==> config.mk <==
export PLATFORM = sky130hd
export DESIGN_NAME = touch_note_gate_aftertouch
export DESIGN_NICKNAME = d
export VERILOG_FILES = /design/src/hdl/tng_pkg.sv /design/src/hdl/tng_div.sv /design/src/hdl/touch_note_gate_aftertouch.sv
export SDC_FILE = /design/constraint.sdc
export NUM_CORES = 1
export LEC_CHECK = 0
export BUFFER_PORTS_ARGS = -buffer_cell sky130_fd_sc_hd__buf_4
export CAP_MARGIN = 20
export CORE_MARGIN = 2
export CORE_UTILIZATION = 62
export CTS_BUF_LIST = sky130_fd_sc_hd__clkbuf_8
export CTS_CLUSTER_SIZE = 25
export DETAILED_ROUTE_END_ITERATION = 7
export PLACE_DENSITY_LB_ADDON = 0.05
export SLEW_MARGIN = 20
export SYNTH_ARGS = -nofsm -noshare
export SYNTH_HDL_FRONTEND = slang
export SYNTH_SLANG_ARGS = --single-unit
==> constraint.sdc <==
create_clock -name clock -period 10.9 [get_ports clock]
set_input_delay 0.545 -clock clock [delete_from_list [all_inputs] [get_ports clock]]
set_output_delay 0.545 -clock clock [all_outputs]
set_load 0.02 [all_outputs]
==> src/hdl/tng_pkg.sv <==
package tng_pkg;

   localparam int SAMPLE_BITS_DEF = 10;

   localparam int FLOOR_W  = 10;
   localparam int OFFSET_W = 8;
   localparam int CHAN_W   = 4;
   localparam int NOTE_W   = 7;
   localparam int CSR_DATA_W = 10;
   localparam int CSR_ADDR_W = 2;

   localparam logic [FLOOR_W-1:0]  FLOOR_RST  = 10'd0;
   localparam logic [OFFSET_W-1:0] OFFSET_RST = 8'd10;
   localparam logic [CHAN_W-1:0]   CHAN_RST   = 4'd0;
   localparam logic [NOTE_W-1:0]   NOTE_RST   = 7'd60;

   localparam int FULL_SCALE = 1014;
   localparam int VEL_W      = 7;
   localparam logic [VEL_W-1:0] VEL_MAX = 7'd127;
   localparam logic [7:0] AT_STATUS = 8'hA0;

   // serial divider: quotient below 128, divisor below 2048
   localparam int DIV_W  = 11;
   localparam int REM_W  = 18;
   localparam int STEP_W = 3;
   localparam logic [STEP_W-1:0] STEP_TOP = 3'd6;

   localparam int RSP_DATA_W = 24;

   typedef enum logic [CSR_ADDR_W-1:0] {
      CSR_FLOOR  = 2'd0,
      CSR_OFFSET = 2'd1,
      CSR_CHAN   = 2'd2,
      CSR_NOTE   = 2'd3
   } csr_addr_type;

   typedef struct packed {
      logic             done;
      logic [VEL_W-1:0] quo;
   } div_sts_type;

endpackage

==> src/hdl/tng_div.sv <==
module tng_div (
   input  logic                      clock,
   input  logic                      reset,
   input  logic                      start,
   input  logic [tng_pkg::DIV_W-1:0] num_in,
   input  logic [tng_pkg::DIV_W-1:0] den_in,
   output tng_pkg::div_sts_type      sts
);
   import tng_pkg::*;

   logic [REM_W-1:0]  rem_ff, rem_in;
   logic [DIV_W-1:0]  den_ff, den_in_r;
   logic [VEL_W-1:0]  quo_ff, quo_in;
   logic [STEP_W-1:0] step_ff, step_in;
   logic              busy_ff, busy_in;
   logic              done_ff, done_in;
   logic [REM_W:0]    trial;

   // one shared subtractor, one quotient bit per cycle
   assign trial = {1'b0, rem_ff} - ({1'b0, REM_W'(den_ff)} << step_ff);

   always_comb begin
      rem_in   = rem_ff;
      den_in_r = den_ff;
      quo_in   = quo_ff;
      step_in  = step_ff;
      busy_in  = busy_ff;
      done_in  = 1'b0;
      if (start) begin
         // 127 * num
         rem_in   = {REM_W'(num_in) << VEL_W} - REM_W'(num_in);
         den_in_r = den_in;
         quo_in   = '0;
         step_in  = STEP_TOP;
         busy_in  = 1'b1;
      end else if (busy_ff) begin
         if (!trial[REM_W]) begin
            rem_in = trial[REM_W-1:0];
         end
         quo_in = {quo_ff[VEL_W-2:0], ~trial[REM_W]};
         if (step_ff == '0) begin
            busy_in = 1'b0;
            done_in = 1'b1;
         end else begin
            step_in = step_ff - 1'b1;
         end
      end
   end

   always_ff @(posedge clock) begin
      if (reset) begin
         busy_ff <= 1'b0;
         done_ff <= 1'b0;
      end else begin
         busy_ff <= busy_in;
         done_ff <= done_in;
      end
      rem_ff  <= rem_in;
      den_ff  <= den_in_r;
      quo_ff  <= quo_in;
      step_ff <= step_in;
   end

   assign sts.done = done_ff;
   assign sts.quo  = quo_ff;

endmodule

==> src/hdl/touch_note_gate_aftertouch.sv <==
// channel  direction  handshake            payload
// req      in         req_tvalid/tready    tdata: sample
// rsp      out        rsp_tvalid/tready    tdata: note_active, status_byte, note_out,
//                                          pressure; tuser: pressure_valid
// csr      in         csr_we               csr_addr, csr_wdata
// a transaction is accepted only in the idle state, after the previous one is emitted;
// the 7-step restoring divider runs only when the velocity is neither zero nor saturated
// the divider shares one subtractor over all quotient bits
// synchronous active-high reset clears the note state and returns the registers to their reset values
// the result sits in an output register; a new transaction is accepted while
// it waits, and only the final write-back stalls on rsp_tready
module touch_note_gate_aftertouch #(
   parameter int SAMPLE_BITS = tng_pkg::SAMPLE_BITS_DEF
) (
   input  logic                                clock,
   input  logic                                reset,
   input  logic                                req_tvalid,
   output logic                                req_tready,
   input  logic [((SAMPLE_BITS+7)/8)*8-1:0]    req_tdata,  // sample
   output logic                                rsp_tvalid,
   input  logic                                rsp_tready,
   // note_active, status_byte, note_out, pressure
   output logic [tng_pkg::RSP_DATA_W-1:0]      rsp_tdata,
   output logic                                rsp_tuser,  // pressure_valid
   input  logic                                csr_we,
   input  logic [tng_pkg::CSR_ADDR_W-1:0]      csr_addr,
   input  logic [tng_pkg::CSR_DATA_W-1:0]      csr_wdata
);
   import tng_pkg::*;

   localparam int NUM_W = (SAMPLE_BITS > FLOOR_W ? SAMPLE_BITS : FLOOR_W) + 2;
   localparam int DEN_W = 12;

   typedef enum logic [1:0] {
      ST_IDLE,
      ST_CALC,
      ST_DIV,
      ST_EMIT
   } state_type;

   state_type               state_ff, state_in;
   logic [FLOOR_W-1:0]      floor_ff;
   logic [OFFSET_W-1:0]     offset_ff;
   logic [CHAN_W-1:0]       chan_ff;
   logic [NOTE_W-1:0]       note_ff;
   logic [SAMPLE_BITS-1:0]  sample_ff, sample_in;
   logic [SAMPLE_BITS-1:0]  held_ff, held_in;
   logic                    flag_ff, flag_in;
   logic [VEL_W-1:0]        vel_ff, vel_in;
   logic                    rsp_valid_ff, rsp_valid_in;
   logic [RSP_DATA_W-1:0]   rsp_data_ff, rsp_data_in;
   logic                    rsp_user_ff, rsp_user_in;
   logic                    div_start;

   logic signed [NUM_W-1:0] num;
   logic signed [DEN_W-1:0] den;
   logic [NUM_W-1:0]        thr;
   logic                    above, below, emit;
   logic [VEL_W-1:0]        pr;
   div_sts_type             div_sts;

   assign num = $signed(NUM_W'(sample_ff)) - $signed(NUM_W'(floor_ff))
              + $signed(NUM_W'(offset_ff));
   assign den = $signed(DEN_W'(FULL_SCALE)) - $signed(DEN_W'(floor_ff))
              + $signed(DEN_W'(offset_ff));
   assign thr   = NUM_W'(floor_ff) + NUM_W'(offset_ff);
   assign above = NUM_W'(sample_ff) > thr;
   assign below = NUM_W'(sample_ff) < thr;
   assign pr    = vel_ff[VEL_W-1] ? VEL_MAX : {vel_ff[VEL_W-2:0], 1'b0};

   tng_div u_div (
      .clock  (clock),
      .reset  (reset),
      .start  (div_start),
      .num_in (num[DIV_W-1:0]),
      .den_in (den[DIV_W-1:0]),
      .sts    (div_sts)
   );

   always_ff @(posedge clock) begin
      if (reset) begin
         floor_ff  <= FLOOR_RST;
         offset_ff <= OFFSET_RST;
         chan_ff   <= CHAN_RST;
         note_ff   <= NOTE_RST;
      end else if (csr_we) begin
         case (csr_addr)
            CSR_FLOOR:  floor_ff  <= csr_wdata[FLOOR_W-1:0];
            CSR_OFFSET: offset_ff <= csr_wdata[OFFSET_W-1:0];
            CSR_CHAN:   chan_ff   <= csr_wdata[CHAN_W-1:0];
            CSR_NOTE:   note_ff   <= csr_wdata[NOTE_W-1:0];
            default:    ;
         endcase
      end
   end

   always_comb begin
      state_in     = state_ff;
      sample_in    = sample_ff;
      held_in      = held_ff;
      flag_in      = flag_ff;
      vel_in       = vel_ff;
      rsp_valid_in = rsp_valid_ff && !rsp_tready;
      rsp_data_in  = rsp_data_ff;
      rsp_user_in  = rsp_user_ff;
      div_start    = 1'b0;
      emit         = 1'b0;
      case (state_ff)
         ST_IDLE: begin
            if (req_tvalid) begin
               sample_in = req_tdata[SAMPLE_BITS-1:0];
               state_in  = ST_CALC;
            end
         end
         ST_CALC: begin
            if (num <= 0) begin
               vel_in   = '0;
               state_in = ST_EMIT;
            end else if (den <= 0 || num >= NUM_W'(den)) begin
               vel_in   = VEL_MAX;
               state_in = ST_EMIT;
            end else begin
               div_start = 1'b1;
               state_in  = ST_DIV;
            end
         end
         ST_DIV: begin
            if (div_sts.done) begin
               vel_in   = div_sts.quo;
               state_in = ST_EMIT;
            end
         end
         ST_EMIT: begin
            if (!rsp_valid_ff || rsp_tready) begin
               if (above && !flag_ff) begin
                  flag_in = 1'b1;
                  held_in = sample_ff;
               end
               if (below && flag_ff) begin
                  flag_in = 1'b0;
                  held_in = '0;
               end
               emit = flag_in && (held_in != sample_ff);
               if (emit) begin
                  held_in = sample_ff;
               end
               rsp_valid_in = 1'b1;
               rsp_user_in  = emit;
               rsp_data_in  = '0;
               rsp_data_in[0] = flag_in;
               if (emit) begin
                  rsp_data_in[8:1]   = AT_STATUS | 8'(chan_ff);
                  rsp_data_in[15:9]  = note_ff;
                  rsp_data_in[22:16] = pr;
               end
               state_in = ST_IDLE;
            end
         end
         default: state_in = ST_IDLE;
      endcase
   end

   always_ff @(posedge clock) begin
      if (reset) begin
         state_ff     <= ST_IDLE;
         held_ff      <= '0;
         flag_ff      <= 1'b0;
         rsp_valid_ff <= 1'b0;
      end else begin
         state_ff     <= state_in;
         held_ff      <= held_in;
         flag_ff      <= flag_in;
         rsp_valid_ff <= rsp_valid_in;
      end
      sample_ff   <= sample_in;
      vel_ff      <= vel_in;
      rsp_data_ff <= rsp_data_in;
      rsp_user_ff <= rsp_user_in;
   end

   assign req_tready = (state_ff == ST_IDLE);
   assign rsp_tvalid = rsp_valid_ff;
   assign rsp_tdata  = rsp_data_ff;
   assign rsp_tuser  = rsp_user_ff;

endmodule

# Yosys cells after proc, flatten, opt, wreduce, memory -nomap -nowiden

Index checks and enable logic that the tools add are counted.

Shifts and indexed selects: 1
Bitwise operators: 3
Equal/unequal tests: 12
Order comparisons: 5
Reductions and logical operators: 25
Add/sub/neg operators: 8
Muxes and demuxes: 33

Operators by type and width:

| cell                     | count |
|---|---|
| $mux W18                 | 3 |
| $mux W10                 | 5 |
| $mux W7                  | 4 |
| $add A11 B9 Y12          | 2 |
| $le A12 B1 Y1 const B    | 2 |
| $shl A11 B3 Y19          | 1 |
| $sub A18 B19 Y19         | 1 |
| $sub A18 B11 Y18         | 1 |
| $reduce_and A2 Y1        | 8 |
| $mux W1                  | 15 |
| $pmux W7 S2              | 1 |
| $ge A12 B12 Y1           | 1 |
| $add A10 B8 Y11          | 1 |
| $gt A10 B11 Y1           | 1 |
| $lt A10 B11 Y1           | 1 |
| $sub A10 B10 Y11         | 1 |
| $sub A10 B10 Y11 const A | 1 |
| $ne A10 B10 Y1           | 1 |
| $eq A2 B2 Y1 const B     | 4 |
| $mux W8                  | 1 |
| $pmux W2 S4              | 1 |
| $mux W2                  | 3 |
| $ne A2 B2 Y1 const B     | 3 |
| $reduce_and A3 Y1        | 2 |
| 12 further kinds         | 23 |

Output and inout bits: 27
Input port bits: 33
Register bits after elaboration: 125
Logic and storage cells: 106

# Depth between registers and ports, before layout

Word-level depth: 10
Depth in mapped cells: 24
Gate-level depth less buffers: 23

# Cells and area by module

Synthesis repeated with hierarchy kept, for this count alone.

Cell total of the unflattened synthesis: 987
Area total of the unflattened synthesis: 8982.4 µm²

By module, submodules not included:

| module                     | sequential area each (µm²) | cells each | times used | area each (µm²) |
|---|---|---|---|---|
| touch_note_gate_aftertouch | 1971.9                     | 640        | 1          | 5750.5 |
| tng_div                    | 1111.1                     | 347        | 1          | 3231.8 |

# Worst setup path after synthesis

OpenSTA, ideal clock, no wires.

Path type: register to register
Start: register floor_ff[1]
End: register u_div.rem_ff[0] (enable)
Library setup time: 0.377 ns
Path buffers: 0
Setup slack: 5.844 ns
Period minus slack after synthesis: 5.056 ns
Arrival: 4.679 ns
Required time: 10.523 ns
Stages on the path, launching flop included: 21
Path through: dfxtp_1 inv_1 ha_1 nor2b_1 o31a_1 o21a_1 nor2_1 xnor2_1 ha_1 o211ai_1 nand2_1 o31ai_1 or4_1 o21a_1 nand2_2 inv_1 ha_1 or3_1 o31a_1 nor3_4 nand2b_1

Cells in the longest elaborated chain, start to end: 9
Elaborated cells on any way between the ends: 14
Classes of those cells: add/sub (4); order compare (3); eq/ne (1); mux (3); reduce/logical (3)

RTL lines:

| item                                                                       | RTL line                                                           | text |
|---|---|---|
| start: declaration                                                         | touch_note_gate_aftertouch.sv:42                                   | `logic [FLOOR_W-1:0] floor_ff;` |
| start signal: assignment                                                   | touch_note_gate_aftertouch.sv:88                                   | `CSR_FLOOR: floor_ff <= csr_wdata[FLOOR_W-1:0];` |
| $sub A10 B10 Y11 (on tied branches)                                        | touch_note_gate_aftertouch.sv:64, touch_note_gate_aftertouch.sv:62 |  |
| $add A11 B9 Y12 (on tied branches)                                         | touch_note_gate_aftertouch.sv:65, touch_note_gate_aftertouch.sv:63 |  |
| $le A12 B1 Y1 / $ge A12 B12 Y1 (equally long branches)                     | touch_note_gate_aftertouch.sv:119                                  | `end else if (den <= 0 \|\| num >= NUM_W'(den)) begin` |
| $logic_or A1 B1 Y1                                                         | touch_note_gate_aftertouch.sv:119                                  |  |
| $mux W1                                                                    | touch_note_gate_aftertouch.sv:119                                  |  |
| $mux W1 (*)                                                                | touch_note_gate_aftertouch.sv:116                                  | `if (num <= 0) begin` |
| $mux W1 (*)                                                                | touch_note_gate_aftertouch.sv:108                                  | `case (state_ff)` |
| $ne A2 B2 Y1 (no source line) / $reduce_bool A2 Y1 (equally long branches) | -                                                                  |  |
| $reduce_and A2 Y1 (no source line) (*)                                     | -                                                                  |  |
| end signal: assignment                                                     | tng_div.sv:58                                                      | `rem_ff <= rem_in;` |
| end: declaration                                                           | tng_div.sv:11                                                      | `logic [REM_W-1:0] rem_ff, rem_in;` |

Mark *: on every way between the ends. The rest lies on a longest branch, timed or not.
A chain may end at the register's enable or synchronous reset.

# Worst setup path in the final report

Start: register sample_ff[0]
End: register u_div.rem_ff[4] (enable)

Cells in the longest elaborated chain, start to end: 9
Elaborated cells on any way between the ends: 11
Classes of those cells: add/sub (2); order compare (2); eq/ne (1); mux (3); reduce/logical (3)

RTL lines:

| item                                                                       | RTL line                          | text |
|---|---|---|
| start: declaration                                                         | touch_note_gate_aftertouch.sv:46  | `logic [SAMPLE_BITS-1:0] sample_ff, sample_in;` |
| start signal: assignment                                                   | touch_note_gate_aftertouch.sv:175 | `sample_ff <= sample_in;` |
| $sub A10 B10 Y11 (*)                                                       | touch_note_gate_aftertouch.sv:62  | `assign num = $signed(NUM_W'(sample_ff)) - $signed(NUM_W'(floor_ff))` |
| $add A11 B9 Y12 (*)                                                        | touch_note_gate_aftertouch.sv:63  | `+ $signed(NUM_W'(offset_ff));` |
| $ge A12 B12 Y1                                                             | touch_note_gate_aftertouch.sv:119 |  |
| $logic_or A1 B1 Y1                                                         | touch_note_gate_aftertouch.sv:119 |  |
| $mux W1                                                                    | touch_note_gate_aftertouch.sv:119 |  |
| $mux W1 (*)                                                                | touch_note_gate_aftertouch.sv:116 |  |
| $mux W1 (*)                                                                | touch_note_gate_aftertouch.sv:108 |  |
| $ne A2 B2 Y1 (no source line) / $reduce_bool A2 Y1 (equally long branches) | -                                 |  |
| $reduce_and A2 Y1 (no source line) (*)                                     | -                                 |  |

Marked as above.

==> reports/qor.txt <==
status: completed
number of synthesized flops with an enable pin: 66
DR vias/cell: 6.04
Critical Path Source Type: flip-flop
initial antenna violation count: 0
CTS root buf: clkbuf_8
placed insts: 1,121
Post-Place Worst Slack: 4.46 ns
post-synth top area share: 22.9%
largest family of logic cells by synthesized area: compound AO/OA/AOI/OAI gates
Setup crit end kind: flip-flop
dpl cell area: 9150 um^2
Sink Count: 121
setup ws final: 4.47 ns
total core area: 13,800 um^2
largest buffer count on any clock path: 2
setup bufs post-CTS: 0
CTS hold repair buffers: 0
Rows: 43
clk_lat worst skew: 0.44 ns
most common cell after layout, fill and taps aside: ha_1
# nets final: 1,083
RSZ-0062 raised after global routing: no
Final Hold Vio Count: 0
All-Layer GR Usage: 27.6%
GRT overflow: 0
async set-or-reset flop fraction in the synthesized netlist: 0%
crit path max fanout: 43
reg2reg start: sample_ff[0]
FF+latch count, synth: 121
Max Transition Viols Final: 0
Initial Util: 62.9%
Slew @ Worst Pin: 1.07 ns
number of global-route vias before repair: 6,782
adder-cell share of the synthesized area: 13.4%
critical path arrival: 6.49 ns
smallest hold slack: 0.277 ns
Post-Syn Area: 8670 um^2
placer congestion estimate: 0.890
mux contribution to synthesized area: 5.50%
Routed WL: 20,100 um
Post-CTS Resized: 0
sequential cell area: 3080 um^2
CTS tree: yes
Die Height: 122 um
sequential area share after synthesis: 35.6%
post-synth top area cell: edfxtp_1
Die Wd: 122 um
Max Cap Violations: 0
Pwr Density: 296 nW/um^2
Simple-Gate Fraction of Synth Area: 15.6%
commonest cells after routing, fill and taps aside: ha_1, nor2_1, nand2_1
CTS Buf Count: 17
IR drop worst, VDD: 140 uV
antenna-violating nets left: 0
Worst-path clk slew: 0.08 ns
setup TNS: 0 ns
synthesis-to-finish area growth: 10.6%
min Tclk post-route: 6.43 ns
layout cell share with drive strength beyond 1: 11.2%
H-Tree Depth: 4
die area: 14,900 um^2
largest net degree at the start of global routing: 44
hold_sp: req_tdata[7]
Final Cell Area: 9580 um^2
CP startpoint: sample_ff[0]
multi-input logic area: 5190 um^2
IO Count: 60
most used flip-flop cell after synthesis: edfxtp_1
FMAX: 155 MHz
Synth Area in XOR/XNOR: 7.15%
Setup CP Type: reg -> reg
Final Instance Count excl. Fillers: 1,153
Synth cell types: 77
Avg WL per Cell: 17.4 um
Data required, critical path: 10.96 ns
placed wire-length estimate: 15,700 um
Gate Count Post-Synth: 916
syn_area_per_cell: 9.46 um^2
Min-Delay Path Class: in -> reg
ant diodes: 0
Slew Limit Headroom: 28.1%
crit share post-route: 59.0%
total power: 2.84 mW
YS warnings: 0
Finished Core Util: 69.6%
Initial DRT Pass Iterations: 6
Final setup violation count: 0
top post-synthesis cells by area: edfxtp_1, dfxtp_1, ha_1
leakage: 3.98 nW
filler cell count: 1,096
via count: 6,968
Iter 0 DRT Violations: 482
Buffers on Ports: 50
clk_skew: 0.0131 ns
first-pass GRT wire length: 32,400 um
Compound-Gate Fraction of Synth Area: 18.1%
DRC: 0
-- layout make-up --
class                   count  area share, %
multi-input cells         699           54.2
inverters                  70           2.74
repair buffers             51           3.99
clock inverters            15           2.10
clock buffers              17           2.44
well taps                 180           2.35
flip-flops and latches    121           32.2
-- worst paths after layout --
path                endpoint  slack (ns)  depth (start not counted)
max reg2reg  u_div.rem_ff[4]        4.47                         21
min             sample_ff[7]        0.28                          1
min reg2reg       note_ff[1]        0.45                          2
max          u_div.rem_ff[4]        4.47                         21
-- synth_stat cells, types with 5 or more instances --
cell      number
dfxtp_1       55
a31oi_1        6
ha_1          85
mux2i_1       42
xnor2_1       39
o31ai_1        5
o21a_1        20
a32o_1        10
nor2_1        73
nand3_1       22
o21bai_1       5
or3_1          6
inv_1         69
nor2b_1       17
xor2_1        23
a21oi_1       63
a211oi_1      11
fa_1           5
a21o_1        26
nor3_1        17
nor4_1         5
o211ai_1       6
nand2_1       72
edfxtp_1      66
clkbuf_1      16
nand4_1        5
o21ai_0       22
buf_4          5
and2_1        18
nand2b_1      15
a22oi_1        5
-- routing by layer --
metal,global-route usage (%),routed length (um)
met5,0,0
met4,12.8,779
met3,5.30,965
met2,47.8,10100
met1,33.0,8240
-- cell families after synthesis --
group           count (synthesis)
xor+xnor                       66
fa+ha+maj                      90
other cells                     1
buf+inv                        98
flops                         121
simple gates                  274
mux                            46
compound gates                220
-- critical path, stage by stage (launching register included) --
cell	delay (ns)
edfxtp_1	0.45
inv_1	0.22
ha_1	0.21
inv_1	0.05
fa_1	0.42
a21o_1	0.19
a21oi_1	0.17
xnor2_1	0.13
ha_1	0.33
inv_1	0.06
a211oi_1	0.38
o31ai_1	0.20
or4_1	0.42
o21a_1	0.20
nand2_2	0.14
inv_1	0.09
ha_1	0.18
or3_1	0.37
o31a_1	0.35
nor3_4	0.16
buf_4	0.51
nand2b_1	0.82
-- sequential cells by signal, summed over array words and instances (netlist names), 2 cells and up --
name / count
rsp_tdata: 20
u_div.rem_ff: 18
u_div.den_ff: 11
floor_ff: 10
held_ff: 10
sample_ff: 10
offset_ff: 8
note_ff: 7
u_div.quo_ff: 7
vel_ff: 7
chan_ff: 4
u_div.step_ff: 3
state_ff: 2
-- power breakdown --
part	internal, mW	switching (mW)
Sequential	0.663	0.0944
Combinational	0.685	0.957
Clock	0.250	0.191
Note: power is estimated with default switching activity, not from simulation.
